[src/hw/rtl/necir_pkg.sv]
// ----------------------------------------------------------------------------
// necir_pkg
// Types, register indexes, reset values and window compare for the NEC IR
// frame decoder.
// ----------------------------------------------------------------------------
package necir_pkg;

   localparam int unsigned DUR_W    = 15;
   localparam int unsigned MARGIN_W = 12;
   localparam int unsigned FIELD_W  = 16;
   localparam int unsigned CSR_IDX_W = 3;
   localparam int unsigned CSR_DATA_W = 15;

   typedef enum logic [CSR_IDX_W-1:0] {
      CSR_MARGIN       = 3'd0,
      CSR_LEADER_MARK  = 3'd1,
      CSR_LEADER_SPACE = 3'd2,
      CSR_REPEAT_SPACE = 3'd3,
      CSR_BIT_MARK     = 3'd4,
      CSR_ZERO_SPACE   = 3'd5,
      CSR_ONE_SPACE    = 3'd6
   } csr_index_type;

   localparam logic [MARGIN_W-1:0] RST_MARGIN       = 12'd200;
   localparam logic [DUR_W-1:0]    RST_LEADER_MARK  = 15'd9000;
   localparam logic [DUR_W-1:0]    RST_LEADER_SPACE = 15'd4500;
   localparam logic [DUR_W-1:0]    RST_REPEAT_SPACE = 15'd2250;
   localparam logic [DUR_W-1:0]    RST_BIT_MARK     = 15'd560;
   localparam logic [DUR_W-1:0]    RST_ZERO_SPACE   = 15'd560;
   localparam logic [DUR_W-1:0]    RST_ONE_SPACE    = 15'd1690;

   typedef enum logic [1:0] {
      ST_FRAME  = 2'd0,
      ST_REPEAT = 2'd1,
      ST_ERROR  = 2'd2
   } status_type;

   typedef enum logic {
      FS_IDLE   = 1'b0,
      FS_ACTIVE = 1'b1
   } frame_state_type;

   typedef struct packed {
      logic [DUR_W-1:0] mark_duration;
      logic [DUR_W-1:0] space_duration;
      logic             burst_start;
   } req_type;

   typedef struct packed {
      status_type         status;
      logic [FIELD_W-1:0] address;
      logic [FIELD_W-1:0] command;
   } rsp_type;

   typedef struct packed {
      logic [MARGIN_W-1:0] tolerance_margin;
      logic [DUR_W-1:0]    leader_mark;
      logic [DUR_W-1:0]    leader_space;
      logic [DUR_W-1:0]    repeat_space;
      logic [DUR_W-1:0]    bit_mark;
      logic [DUR_W-1:0]    zero_space;
      logic [DUR_W-1:0]    one_space;
   } cfg_type;

   typedef struct packed {
      logic leader;
      logic rpt_code;
      logic one;
      logic zero;
   } sym_class_type;

   typedef struct packed {
      logic    emit;
      rsp_type rsp;
   } frame_out_type;

   function automatic logic in_window(input logic [DUR_W-1:0]    dur,
                                      input logic [DUR_W-1:0]    nominal,
                                      input logic [MARGIN_W-1:0] margin);
      logic [DUR_W-1:0] lo;
      logic [DUR_W:0]   hi;
      lo = (nominal > DUR_W'(margin)) ? nominal - DUR_W'(margin) : '0;
      hi = {1'b0, nominal} + (DUR_W + 1)'(margin);
      return ({1'b0, dur} < hi) && (dur > lo);
   endfunction

endpackage

[src/hw/rtl/necir_symbol_class.sv]
// ----------------------------------------------------------------------------
// necir_symbol_class
// Window compares of one symbol against leader, repeat, one and zero codes.
// ----------------------------------------------------------------------------
module necir_symbol_class (
   input  necir_pkg::cfg_type       cfg,
   input  necir_pkg::req_type       sym,
   output necir_pkg::sym_class_type cls
);
   import necir_pkg::*;

   logic mark_leader;
   logic mark_bit;

   assign mark_leader = in_window(sym.mark_duration, cfg.leader_mark, cfg.tolerance_margin);
   assign mark_bit    = in_window(sym.mark_duration, cfg.bit_mark, cfg.tolerance_margin);

   assign cls.leader   = mark_leader &&
                         in_window(sym.space_duration, cfg.leader_space, cfg.tolerance_margin);
   assign cls.rpt_code = mark_leader &&
                         in_window(sym.space_duration, cfg.repeat_space, cfg.tolerance_margin);
   assign cls.one      = mark_bit &&
                         in_window(sym.space_duration, cfg.one_space, cfg.tolerance_margin);
   assign cls.zero     = mark_bit &&
                         in_window(sym.space_duration, cfg.zero_space, cfg.tolerance_margin);

endmodule

[src/hw/rtl/necir_frame_ctrl.sv]
// ----------------------------------------------------------------------------
// necir_frame_ctrl
// Frame state, bit counter and payload shift register; forms the result.
// ----------------------------------------------------------------------------
module necir_frame_ctrl #(
   parameter int unsigned FIELD_BITS = 16
) (
   input  logic                     clock,
   input  logic                     reset,
   input  logic                     step,
   input  logic                     burst_start,
   input  necir_pkg::sym_class_type cls,
   output necir_pkg::frame_out_type fout
);
   import necir_pkg::*;

   localparam int unsigned PAYLOAD_BITS = 2 * FIELD_BITS;
   localparam int unsigned CNT_W = $clog2(PAYLOAD_BITS);
   localparam logic [CNT_W-1:0] LAST_BIT = CNT_W'(PAYLOAD_BITS - 1);

   frame_state_type         state_ff, state_in;
   logic [CNT_W-1:0]        count_ff, count_in;
   logic [PAYLOAD_BITS-1:0] shift_ff, shift_in;
   logic [PAYLOAD_BITS-1:0] shifted;

   assign shifted = {cls.one, shift_ff[PAYLOAD_BITS-1:1]};

   always_ff @(posedge clock) begin
      if (reset) begin
         state_ff <= FS_IDLE;
         count_ff <= '0;
      end else begin
         state_ff <= state_in;
         count_ff <= count_in;
      end
   end

   always_ff @(posedge clock) begin
      shift_ff <= shift_in;
   end

   always_comb begin
      state_in         = state_ff;
      count_in         = count_ff;
      shift_in         = shift_ff;
      fout.emit        = 1'b0;
      fout.rsp.status  = ST_ERROR;
      fout.rsp.address = '0;
      fout.rsp.command = '0;
      if (step) begin
         if (burst_start) begin
            count_in = '0;
            if (cls.leader) begin
               state_in = FS_ACTIVE;
            end else begin
               state_in        = FS_IDLE;
               fout.emit       = 1'b1;
               fout.rsp.status = cls.rpt_code ? ST_REPEAT : ST_ERROR;
            end
         end else begin
            unique case (state_ff)
               FS_IDLE: begin
               end
               FS_ACTIVE: begin
                  if (!cls.one && !cls.zero) begin
                     state_in  = FS_IDLE;
                     count_in  = '0;
                     fout.emit = 1'b1;
                  end else begin
                     shift_in = shifted;
                     if (count_ff == LAST_BIT) begin
                        state_in         = FS_IDLE;
                        count_in         = '0;
                        fout.emit        = 1'b1;
                        fout.rsp.status  = ST_FRAME;
                        fout.rsp.address = FIELD_W'(shifted[FIELD_BITS-1:0]);
                        fout.rsp.command = FIELD_W'(shifted[PAYLOAD_BITS-1:FIELD_BITS]);
                     end else begin
                        count_in = count_ff + 1'b1;
                     end
                  end
               end
               default: begin
               end
            endcase
         end
      end
   end

endmodule

[src/hw/rtl/nec_ir_frame_decoder.sv]
// A symbol is held in the symbol register; its result in the result register.
// Throughput: one symbol per cycle; the symbol register and the result
// register each take a new beat whenever the result side is free.
// Reset: synchronous, active high; registers return to their nominal NEC
// timings, the frame goes idle and no result is pending.
// ----------------------------------------------------------------------------
// nec_ir_frame_decoder
// NEC IR decoder: classifies mark/space symbols and assembles 32-bit frames.
// ----------------------------------------------------------------------------
module nec_ir_frame_decoder #(
   parameter int unsigned FIELD_BITS = 16
) (
   input  logic                                  clock,
   input  logic                                  reset,
   input  logic                                  req_valid,
   output logic                                  req_ready,
   input  necir_pkg::req_type                    req_data,
   output logic                                  rsp_valid,
   input  logic                                  rsp_ready,
   output necir_pkg::rsp_type                    rsp_data,
   input  logic                                  csr_we,
   input  logic [necir_pkg::CSR_IDX_W-1:0]       csr_index,
   input  logic [necir_pkg::CSR_DATA_W-1:0]      csr_wdata
);
   import necir_pkg::*;

   cfg_type       cfg_ff, cfg_in;
   logic          sym_valid_ff, sym_valid_in;
   req_type       sym_ff, sym_in;
   logic          rsp_valid_ff, rsp_valid_in;
   rsp_type       rsp_ff, rsp_in;
   logic          out_free;
   logic          sym_fire;
   sym_class_type cls;
   frame_out_type fout;

   // configuration registers
   always_comb begin
      cfg_in = cfg_ff;
      if (csr_we) begin
         unique case (csr_index)
            CSR_MARGIN:       cfg_in.tolerance_margin = csr_wdata[MARGIN_W-1:0];
            CSR_LEADER_MARK:  cfg_in.leader_mark      = csr_wdata[DUR_W-1:0];
            CSR_LEADER_SPACE: cfg_in.leader_space     = csr_wdata[DUR_W-1:0];
            CSR_REPEAT_SPACE: cfg_in.repeat_space     = csr_wdata[DUR_W-1:0];
            CSR_BIT_MARK:     cfg_in.bit_mark         = csr_wdata[DUR_W-1:0];
            CSR_ZERO_SPACE:   cfg_in.zero_space       = csr_wdata[DUR_W-1:0];
            CSR_ONE_SPACE:    cfg_in.one_space        = csr_wdata[DUR_W-1:0];
            default: begin
            end
         endcase
      end
   end

   always_ff @(posedge clock) begin
      if (reset) begin
         cfg_ff.tolerance_margin <= RST_MARGIN;
         cfg_ff.leader_mark      <= RST_LEADER_MARK;
         cfg_ff.leader_space     <= RST_LEADER_SPACE;
         cfg_ff.repeat_space     <= RST_REPEAT_SPACE;
         cfg_ff.bit_mark         <= RST_BIT_MARK;
         cfg_ff.zero_space       <= RST_ZERO_SPACE;
         cfg_ff.one_space        <= RST_ONE_SPACE;
      end else begin
         cfg_ff <= cfg_in;
      end
   end

   // symbol and result registers
   assign out_free  = !rsp_valid_ff || rsp_ready;
   assign sym_fire  = sym_valid_ff && out_free;
   assign req_ready = !sym_valid_ff || out_free;

   always_comb begin
      sym_valid_in = sym_valid_ff;
      sym_in       = sym_ff;
      if (req_ready) begin
         sym_valid_in = req_valid;
         sym_in       = req_data;
      end
   end

   always_comb begin
      rsp_valid_in = rsp_valid_ff;
      rsp_in       = rsp_ff;
      if (sym_fire && fout.emit) begin
         rsp_valid_in = 1'b1;
         rsp_in       = fout.rsp;
      end else if (rsp_ready) begin
         rsp_valid_in = 1'b0;
      end
   end

   always_ff @(posedge clock) begin
      if (reset) begin
         sym_valid_ff <= 1'b0;
         rsp_valid_ff <= 1'b0;
      end else begin
         sym_valid_ff <= sym_valid_in;
         rsp_valid_ff <= rsp_valid_in;
      end
   end

   always_ff @(posedge clock) begin
      sym_ff <= sym_in;
      rsp_ff <= rsp_in;
   end

   necir_symbol_class u_class (
      .cfg (cfg_ff),
      .sym (sym_ff),
      .cls (cls)
   );

   necir_frame_ctrl #(
      .FIELD_BITS (FIELD_BITS)
   ) u_frame (
      .clock       (clock),
      .reset       (reset),
      .step        (sym_fire),
      .burst_start (sym_ff.burst_start),
      .cls         (cls),
      .fout        (fout)
   );

   assign rsp_valid = rsp_valid_ff;
   assign rsp_data  = rsp_ff;

`ifndef SYNTH
   a_sym_hold: assert property (@(posedge clock) disable iff (reset)
      sym_valid_ff && !out_free |=> sym_valid_ff && $stable(sym_ff))
      else $error("symbol register changed while stalled");

   a_non_frame_zero: assert property (@(posedge clock) disable iff (reset)
      rsp_valid_ff && rsp_ff.status != ST_FRAME |->
         rsp_ff.address == '0 && rsp_ff.command == '0)
      else $error("non-frame result carries payload");

   a_reset_empty: assert property (@(posedge clock)
      reset |=> !rsp_valid_ff && !sym_valid_ff)
      else $error("pipeline not empty after reset");
`endif

endmodule
[config.mk]
export PLATFORM = sky130hd
export DESIGN_NAME = nec_ir_frame_decoder
export DESIGN_NICKNAME = d
export VERILOG_FILES = /design/src/hw/rtl/necir_pkg.sv /design/src/hw/rtl/necir_symbol_class.sv /design/src/hw/rtl/necir_frame_ctrl.sv /design/src/hw/rtl/nec_ir_frame_decoder.sv
export SDC_FILE = /design/constraint.sdc
export NUM_CORES = 1
export LEC_CHECK = 0
export CAP_MARGIN = 0
export CORE_ASPECT_RATIO = 1.4
export CORE_MARGIN = 1
export CORE_UTILIZATION = 40
export CTS_BUF_LIST = sky130_fd_sc_hd__clkbuf_4
export DETAILED_ROUTE_END_ITERATION = 10
export DONT_BUFFER_PORTS = 1
export HOLD_SLACK_MARGIN = 0.15
export MAX_ROUTING_LAYER = met4
export PLACE_DENSITY = 0.61
export SLEW_MARGIN = 0
export SYNTH_ARGS = -nofsm -noshare
export SYNTH_HDL_FRONTEND = slang
export SYNTH_SLANG_ARGS = --single-unit
[constraint.sdc]
create_clock -name clock -period 7.5 [get_ports clock]
set_clock_uncertainty 0.1 [all_clocks]
set_input_delay 0.375 -clock clock [delete_from_list [all_inputs] [get_ports clock]]
set_output_delay 0.375 -clock clock [all_outputs]
set_load 0.02 [all_outputs]
==> results.py <==
metrics = {
    "yosys": {
        "syn_inst": 2216,
        "syn_area_per_cell_sq_um": 8.38,
        "synth-edff-count": 96,
        "synth_adder_area_share_pct": 23.1,
        "synthesis.area_sq_um": 18600,
        "synth_top_family_by_area": "adder cells",
        "ys_warn_count": 0,
        "async_flop_share_pct": 0,
        "synth.mux.area_fraction_pct": 0.330,
        "ys.flop_type": "dfxtp_1",
        "ys_seq_elements": 206,
        "synth_nets": 2605,
        "synth_compound_area_share_pct": 19.0,
        "synth-simple-area-share_pct": 20.1,
        "ys_seq_area_share_pct": 27.4,
        "synth_xor_area_share_pct": 6.04,
        "yosysUniqueCellTypes": 82,
    },
    "min_path": {
        "holdCritPathClass": "in -> reg",
        "hold_start": "csr_index[0]",
    },
    "timing": {
        "setup_viol": 0,
        "drv_slew": 0,
        "worst_slew_pin_slew_ns": 1.00,
        "setup_slack_ns": 1.28,
        "fmax_ghz": 0.161,
        "finalWorstPathRequiredPeriod_ns": 6.22,
        "slew-limit-headroom_pct": 32.9,
        "tns_ns": 0,
        "hold_violations": 0,
        "fin_crit_sh_pct": 83.0,
        "rsz0062_at_grt": "no",
    },
    "die": {
        "core_sq_um": 46000,
        "dieArea_sq_um": 47300,
        "start_util_pct": 40.4,
        "rows": 93,
        "fp.dieW_um": 184,
        "io_pins": 90,
        "die_h_um": 257,
    },
    "clocking": {
        "ctsResizeCount": 0,
        "numCtsBuffers": 53,
        "clockBufferDepth": 3,
        "cts_hold_buf": 107,
        "clk_pin_slew_ns": 0.07,
        "cts_root_buffer": "clkbuf_4",
        "cts_tree": "built",
        "htreeDepth": 2,
        "worst_skew_pair.late_latency_ns": 0.80,
        "clock_sinks": 206,
        "post_cts_buffers": 0,
    },
    "drt": {
        "wl_per_cell_um": 21.0,
        "dr.pass1.iters": 6,
        "vias": 16700,
        "drt_iter0_drc": 1129,
        "ant_nets": 0,
        "viasPerCell": 5.62,
        "drc_errors": 0,
        "finalWirelength_um": 62500,
    },
    "power": {
        "ir_worst_vdd_uv": 171,
        "p_leak_nw": 8.76,
        "p_per_area_nw_per_um2": 153,
    },
    "grt": {
        "antenna_found_initial": 9,
        "grt_max_degree": 78,
        "busiest_layer": "met2",
        "grt_use_met2_pct": 45.6,
        "grt_pass1_vias": 16500,
        "grt_first_pass_wirelength_um": 95500,
        "use_met3_pct": 4.15,
        "grtUsageMet1_pct": 31.2,
        "overflow": 0,
        "track_usage_pct": 27.5,
    },
    "critical_path": {
        "r2r-start": "cfg_ff[93]",
        "rrSetupSlack_ns": 1.28,
        "startpoint_type": "register",
        "crit_type": "reg -> reg",
        "arrival_ns": 6.54,
        "end_kind": "register",
        "required_ns": 7.82,
        "crit_path_max_fanout": 34,
        "crit_start": "cfg_ff[93]",
    },
    "cells_and_area": {
        "final_common_cell": "nand2_1",
        "area_growth_pct": 13.5,
        "drive_above_1_share_pct": 6.21,
        "final_cell_mix": "nand2_1 (331), ha_1 (323), a21oi_1 (228)",
        "nNetsFinal": 2700,
    },
    "placement": {
        "portBuffers": 0,
        "dp_hpwl_um": 46000,
        "gp_congestion": 0.949,
        "pre_cts_ws_ns": 1.44,
    },
    "run": {
        "maxCapViolCount": 0,
    },
    "run_status": {
        "status": "completed",
    },
}
layer usage:
metal	part of all wire (%)	up-vias
met3	5.0	171
met4	6.2	0
met2	48	496
met1	41	7907
met5	0	-
li1	-	8142
where the power goes:
part           switching, mW  total (mW)  internal, mW
combinational          0.448       0.775         0.327
sequential            0.0673        1.27          1.20
clock                  0.505        1.18         0.670
total                   1.02        3.22          2.20
critical path, stage by stage, from the launching register on:
cell,delay (ns)
dfxtp_1,0.71
inv_1,0.45
ha_1,0.56
o21ai_0,0.23
a211o_1,0.34
a31oi_1,0.19
o21ai_0,0.21
nand2_1,0.32
nand2b_1,0.13
ha_1,0.30
nor2b_1,0.13
o21ai_0,0.14
a21oi_1,0.08
a2111oi_0,0.46
o211ai_1,0.29
o211ai_2,0.34
a21o_1,0.28
and3_1,0.17
buf_4,0.39
layout make-up:
class,count,area [sq um]
Multi-Input combinational cell,1820,12700
Tap cell,617,772
Inverter,95,357
Sequential cell,206,5080
Clock inverter,26,292
Clock buffer,68,510
Timing Repair Buffer,135,1300
Fill cell,4543,24900
Antenna cell,8,20.0
cells by family (layout without fill, tap and decap cells):
logic type	after synthesis	count (layout)
AOI/OAI and AO/OA	554	554
xor gates and xnor gates	128	128
muxes	6	6
and+or+nand+nor	797	797
other	0	8
DFF	206	206
adders and majority gates	335	335
buffers and inverters	190	324
flip-flops by register name, summed over array words and instances, names as in the netlist:
| register | count |
|---|---|
| cfg_ff | 102 |
| rsp_data | 34 |
| rsp_valid | 1 |
| sym_ff | 31 |
| sym_valid_ff | 1 |
| u_frame.count_ff | 5 |
| u_frame.shift_ff | 31 |
| u_frame.state_ff | 1 |
path summary, 6_finish.rpt:
kind,cells after the start,end
worst max-delay path,18,rsp_data[5]
worst min-delay path,4,cfg_ff[68]
worst max register to register,18,rsp_data[5]
worst min register to register,0,u_frame.shift_ff[22]
through the flow:
| stage | total power [mW] | cell area (sq um) | cells | utilization (%) | hold WS, ns |
|---|---|---|---|---|---|
| after floorplan | 1.80 | 18600 | 2216 | - | 0.317 |
| after global placement | 1.97 | 19200 | 2766 | 41.7 | 0.322 |
| after detailed placement | 1.99 | 19200 | 2766 | 41.7 | 0.328 |
| after CTS | 3.25 | 21100 | 2967 | 45.8 | 0.169 |
| after global routing | 3.40 | 21100 | 2974 | 45.9 | 0.233 |
| final | 3.22 | 21100 | 2975 | 45.9 | 0.237 |
cell usage after synthesis, types with 6 or more instances:
| library cell | instances | share of area, % |
|---|---|---|
| a21boi_0 | 6 | 0.24 |
| a21o_1 | 49 | 2.0 |
| o211ai_1 | 17 | 0.69 |
| nor4_1 | 7 | 0.24 |
| xor2_1 | 29 | 1.4 |
| a31oi_1 | 15 | 0.51 |
| o22ai_1 | 6 | 0.20 |
| clkbuf_1 | 72 | 1.5 |
| o31ai_1 | 12 | 0.49 |
| o21ai_0 | 74 | 2.0 |
| xnor2_1 | 99 | 4.7 |
| nand3_1 | 71 | 1.9 |
| nand2_1 | 332 | 6.7 |
| o21bai_1 | 23 | 0.93 |
| and3_1 | 16 | 0.54 |
| inv_1 | 94 | 1.9 |
| buf_1 | 8 | 0.16 |
| buf_2 | 11 | 0.30 |
| ha_1 | 323 | 22 |
| or2_2 | 14 | 0.47 |
| a21oi_1 | 229 | 6.2 |
| nand2b_1 | 36 | 1.2 |
| fa_1 | 12 | 1.3 |
| dfxtp_1 | 110 | 12 |
| or3_1 | 11 | 0.37 |
| o2111ai_1 | 6 | 0.28 |
| a2111oi_0 | 9 | 0.42 |
| o21a_1 | 19 | 0.77 |
| nor3_1 | 52 | 1.4 |
| nor2_1 | 125 | 2.5 |
| nor2b_1 | 43 | 1.4 |
| edfxtp_1 | 96 | 16 |
| and2_1 | 39 | 1.3 |
| a211o_1 | 8 | 0.38 |
| a211oi_1 | 24 | 0.97 |
| a221oi_1 | 7 | 0.33 |
| nand4_1 | 32 | 1.1 |
Power figures use the tool's default switching activity.
